`config.mk`:
```
export PLATFORM = sky130hd
export DESIGN_NAME = deq_idx_ctrl
export DESIGN_NICKNAME = d
export VERILOG_FILES = /design/src/rtl/deq_idx_pkg.sv /design/src/rtl/deq_idx_ctrl.sv
export VERILOG_INCLUDE_DIRS = /design/src /design/src/rtl
export SDC_FILE = /design/constraint.sdc
export NUM_CORES = 1
export LEC_CHECK = 0
export ABC_CLOCK_PERIOD_IN_PS = 1600
export BUFFER_PORTS_ARGS = -buffer_cell sky130_fd_sc_hd__buf_2
export CAP_MARGIN = 20
export CELL_PAD_IN_SITES_DETAIL_PLACEMENT = 1
export CELL_PAD_IN_SITES_GLOBAL_PLACEMENT = 1
export CORE_AREA = 2 2 39 41
export DETAILED_ROUTE_END_ITERATION = 10
export DIE_AREA = 0 0 41 43
export GPL_ROUTABILITY_DRIVEN = 0
export PLACE_DENSITY = 0.43
export SETUP_SLACK_MARGIN = 0.05
export SLEW_MARGIN = 20
export SYNTH_ARGS = -nofsm -noshare
export SYNTH_HDL_FRONTEND = slang
export SYNTH_SLANG_ARGS = --single-unit
```
`constraint.sdc`:
```
create_clock -name clk -period 1.6 [get_ports clk]
set_input_delay 0.08 -clock clk [delete_from_list [all_inputs] [get_ports clk]]
set_output_delay 0.08 -clock clk [all_outputs]
set_load 0.1 [all_outputs]
```
`src/rtl/assert_macros.svh`:
```
// ----------------------------------------------------------------------------
// Assertion macros
// Shared concurrent assertion wrappers, clocked on clk and disabled in reset.
// ----------------------------------------------------------------------------
`ifndef ASSERT_MACROS_SVH
`define ASSERT_MACROS_SVH

`ifndef SYNTH
// Property must hold at every clock edge outside reset.
`define DQ_ASSERT(lbl, prop, msg) \
	lbl: assert property (@(posedge clk) disable iff (!arst_n) (prop)) else $error(msg);
// Expression must never be true outside reset.
`define DQ_ASSERT_NEVER(lbl, expr, msg) \
	lbl: assert property (@(posedge clk) disable iff (!arst_n) !(expr)) else $error(msg);
`else
`define DQ_ASSERT(lbl, prop, msg)
`define DQ_ASSERT_NEVER(lbl, expr, msg)
`endif

`endif

```
`src/rtl/deq_idx_pkg.sv`:
```
// ----------------------------------------------------------------------------
// deq_idx_pkg
// Types, widths and codes shared by the indexed double-ended queue.
// ----------------------------------------------------------------------------
package deq_idx_pkg;

	// Ring store geometry. DEPTH is a power of two so ring wrap is truncation.
	localparam int DEPTH   = 256;
	localparam int DATA_W  = 32;
	localparam int ADDR_W  = $clog2(DEPTH);
	localparam int CNT_W   = $clog2(DEPTH + 1);
	localparam int OP_W    = 3;
	localparam int INDEX_W = 8;
	localparam int STAT_W  = 2;

	// Packed stream payloads, padded to whole bytes.
	localparam int IN_FIELDS_W  = OP_W + DATA_W + INDEX_W;
	localparam int IN_TDATA_W   = ((IN_FIELDS_W + 7) / 8) * 8;
	localparam int OUT_FIELDS_W = DATA_W + STAT_W + CNT_W + 1;
	localparam int OUT_TDATA_W  = ((OUT_FIELDS_W + 7) / 8) * 8;
	localparam int OUT_PAD_W    = OUT_TDATA_W - OUT_FIELDS_W;

	typedef enum logic [OP_W-1:0] {
		OP_PUSH_BACK  = 3'd0,
		OP_PUSH_FRONT = 3'd1,
		OP_POP_BACK   = 3'd2,
		OP_POP_FRONT  = 3'd3,
		OP_READ_FRONT = 3'd4,
		OP_READ_BACK  = 3'd5,
		OP_READ_INDEX = 3'd6
	} op_t;

	typedef enum logic [STAT_W-1:0] {
		ST_OK    = 2'd0,
		ST_EMPTY = 2'd1,
		ST_RANGE = 2'd2,
		ST_FULL  = 2'd3
	} status_t;

	// Controller to datapath commands.
	typedef struct packed {
		logic capture;
		logic exec;
		logic emit;
	} dp_cmd_t;

	// Datapath to controller status.
	typedef struct packed {
		logic out_free;
	} dp_sts_t;

endpackage

```
`src/rtl/deq_idx_ctrl.sv`:
```
// ----------------------------------------------------------------------------
// deq_idx_ctrl
// Sequencer: takes an item, runs the operation, then hands off the result.
// ----------------------------------------------------------------------------
`include "assert_macros.svh"

module deq_idx_ctrl
	import deq_idx_pkg::*;
(
	input  logic    clk,
	input  logic    arst_n,
	input  logic    s_tvalid,
	output logic    s_tready,
	input  dp_sts_t sts,
	output dp_cmd_t cmd
);

	typedef enum logic [2:0] {
		S_IDLE = 3'b001,
		S_EXEC = 3'b010,
		S_DONE = 3'b100
	} state_t;

	state_t state_q, state_d;

	// Item is taken only while idle; the output register decouples the sink.
	assign s_tready    = (state_q == S_IDLE);
	assign cmd.capture = s_tvalid && s_tready;
	assign cmd.exec    = (state_q == S_EXEC);
	assign cmd.emit    = (state_q == S_DONE) && sts.out_free;

	// Next state.
	always_comb begin
		state_d = state_q;
		unique case (state_q)
			S_IDLE: begin
				if (cmd.capture) state_d = S_EXEC;
			end
			S_EXEC: begin
				state_d = S_DONE;
			end
			S_DONE: begin
				if (sts.out_free) state_d = S_IDLE;
			end
			default: begin
				state_d = S_IDLE;
			end
		endcase
	end

	always_ff @(posedge clk or negedge arst_n) begin
		if (!arst_n) begin
			state_q <= S_IDLE;
		end else begin
			state_q <= state_d;
		end
	end

	`DQ_ASSERT(a_exec_one_cycle, (state_q == S_EXEC) |=> (state_q == S_DONE), "exec not single cycle")
	`DQ_ASSERT(a_emit_then_idle, cmd.emit |=> (state_q == S_IDLE), "no return to idle after emit")
	`DQ_ASSERT(a_capture_to_exec, cmd.capture |=> cmd.exec, "captured item not executed")

endmodule

```
==> metrics.txt <==
Cells after Synth 12; worst-skew pair later-pin latency 0.23 ns; biggest area consumer among synthesized cells dfrtp_1; DR vias 141; Die Footprint 1760 um2; clock skew 0.00138 ns; Buf/Inv on CP 1; largest register by flop count state_q; setup TNS 0 ns; I/O Pins 8; CTS tree done; Largest regs state_q: 3 flops; IO Port Bufs 7; CP Cell Sequence nor3b_4 -> buf_2; Critical Path Fanout Max 6; synth top area cells dfrtp_1 (31%), and4bb_2 (23%), dfstp_2 (16%); nets 28; Seq/Total Area, Yosys 47.3%; post-route ant nets 0; RSZ-0062 raised after global routing false; DRT iter0 DRCs 6; Max transition margin 67.7%; Die Wd 41 um; worst min path class input pin to asynchronous set/reset pin; Fin. Hold Viols 0; first-pass GRT wire length 683 um; fin crit period 1.49 ns; # diodes 0; Crit Reg-Reg Startpoint state_q[1]; Routed WL 420 um; row cnt 14; drt drc 0; R2R Path End state_q[2]; core area 1380 um2; status complete, no violations; Crit. path cell count 2; effective utilization at floorplan 11.7%; # setup viols final 0; TritonCTS Buffers 3; area growth from synthesis to layout 69.8%; fmax 0.670 GHz; Syn Nets 16; initial antenna violation count 0; Final Max Slew Viols 0; synth warn 0; die height 43 um; Sink Count 3; Startpoint Class flop; Critical Path Max Stage Delay 0.57 ns; flop-to-flop setup slack 0.48 ns; Synth top area share 31.0%; Largest register FFs 3; mean area per synthesized cell 13.5 um2; Tightest Pin Transition 0.488 ns; # H-tree levels 1; CTS root buffer clkbuf_4; Distinct cells, synth 9; global route total overflow 0; clock slew at reported path FFs 0.04 ns; Cell Area, Synth 161 um2; #FFs+latches synth 3; clock buffer depth 2; CP delay by family, top flip-flops; Crit. End Element output port; Final period util 93.2%; WP data arrival 1.41 ns; critical path type flop to output port; CP max-delay cell dfstp_2; fillers 161; gr usage total 6.64%; vias in the first global route 167; Worst R2R Path Depth 2; layout cell share with drive strength beyond 1 69.6%; post-DR wirelength/cell 10.8 um; max_cap viols 0; post-DP HPWL 287 um; Via density 3.62; largest net degree at the start of global routing 7; Req. time, crit path 1.52 ns; DR pass1 iterations 2
## cell usage after synthesis
cell type	instances
buf_4	1
dfstp_2	1
dfrtp_1	2
and4bb_2	3
nor3b_1	1
nor3b_2	1
nor3_1	1
or2_1	1
nor4b_1	1
## how the worst max path moves through the flow
stage,to,slack [ns],from
final,s_tready,0.11,state_q[0]
after global routing,cmd[0],0.06,state_q[1]
after CTS,cmd[1],0.06,state_q[1]
after detailed placement,cmd[1],0.34,state_q[1]
after global placement,s_tready,0.37,state_q[0]
after floorplan,s_tready,0.13,state_q[0]
## kinds of logic after synthesis
logic type             synth area share (%)
buffers and inverters                  4.65
and+or+nand+nor                        48.1
DFF                                    47.3
## layout make-up
type	instances	area [um2]	area share, %
Timing Repair Buffer	8	62.6	22.8
Sequential cell	3	76.3	27.9
Tap cell	16	20.0	7.31
Clock buffer	4	26.3	9.59
Multi-Input combinational cell	8	88.8	32.4
## through the flow
stage          cells  cell area (um2)  setup WS (ns)  hold WS [ns]  util [%]
6_report          39              274          0.108         0.176      19.8
5_1_grt           39              274         0.0600         0.190      19.8
4_1_cts           39              272         0.0584         0.161      19.6
3_5_place_dp      34              235          0.339        -0.120      17.0
3_3_place_gp      34              235          0.370        -0.125      17.0
2_1_floorplan     12              173          0.126        -0.216         -
## layer usage
metal	vias to the layer above	share of wire [%]	GRT usage (%)
li1	68	-	-
met1	66	46	8.09
met2	7	47	7.19
met3	0	7.4	3.14
met4	0	0	8.00
met5	-	0	0
## cell usage in the layout, fill, tap and decap left out, drive strengths merged
master,count
and4bb,3
dfrtp,2
dfstp,1
nor3,1
dlygate4sd3,1
nor4b,1
or2,1
buf,6
clkbuf,5
nor3b,2
## what timing repair did
item                                   in CTS  in global routing
setup buffers                               0                  0
gates resized for setup                     0                  1
setup endpoints to repair                   0                  1
endpoints found under the hold margin       3                  0
hold buffers                                1                  0
Power is not shown: default switching activity piles up to over one toggle a cycle in this logic, so the estimate is an artifact.
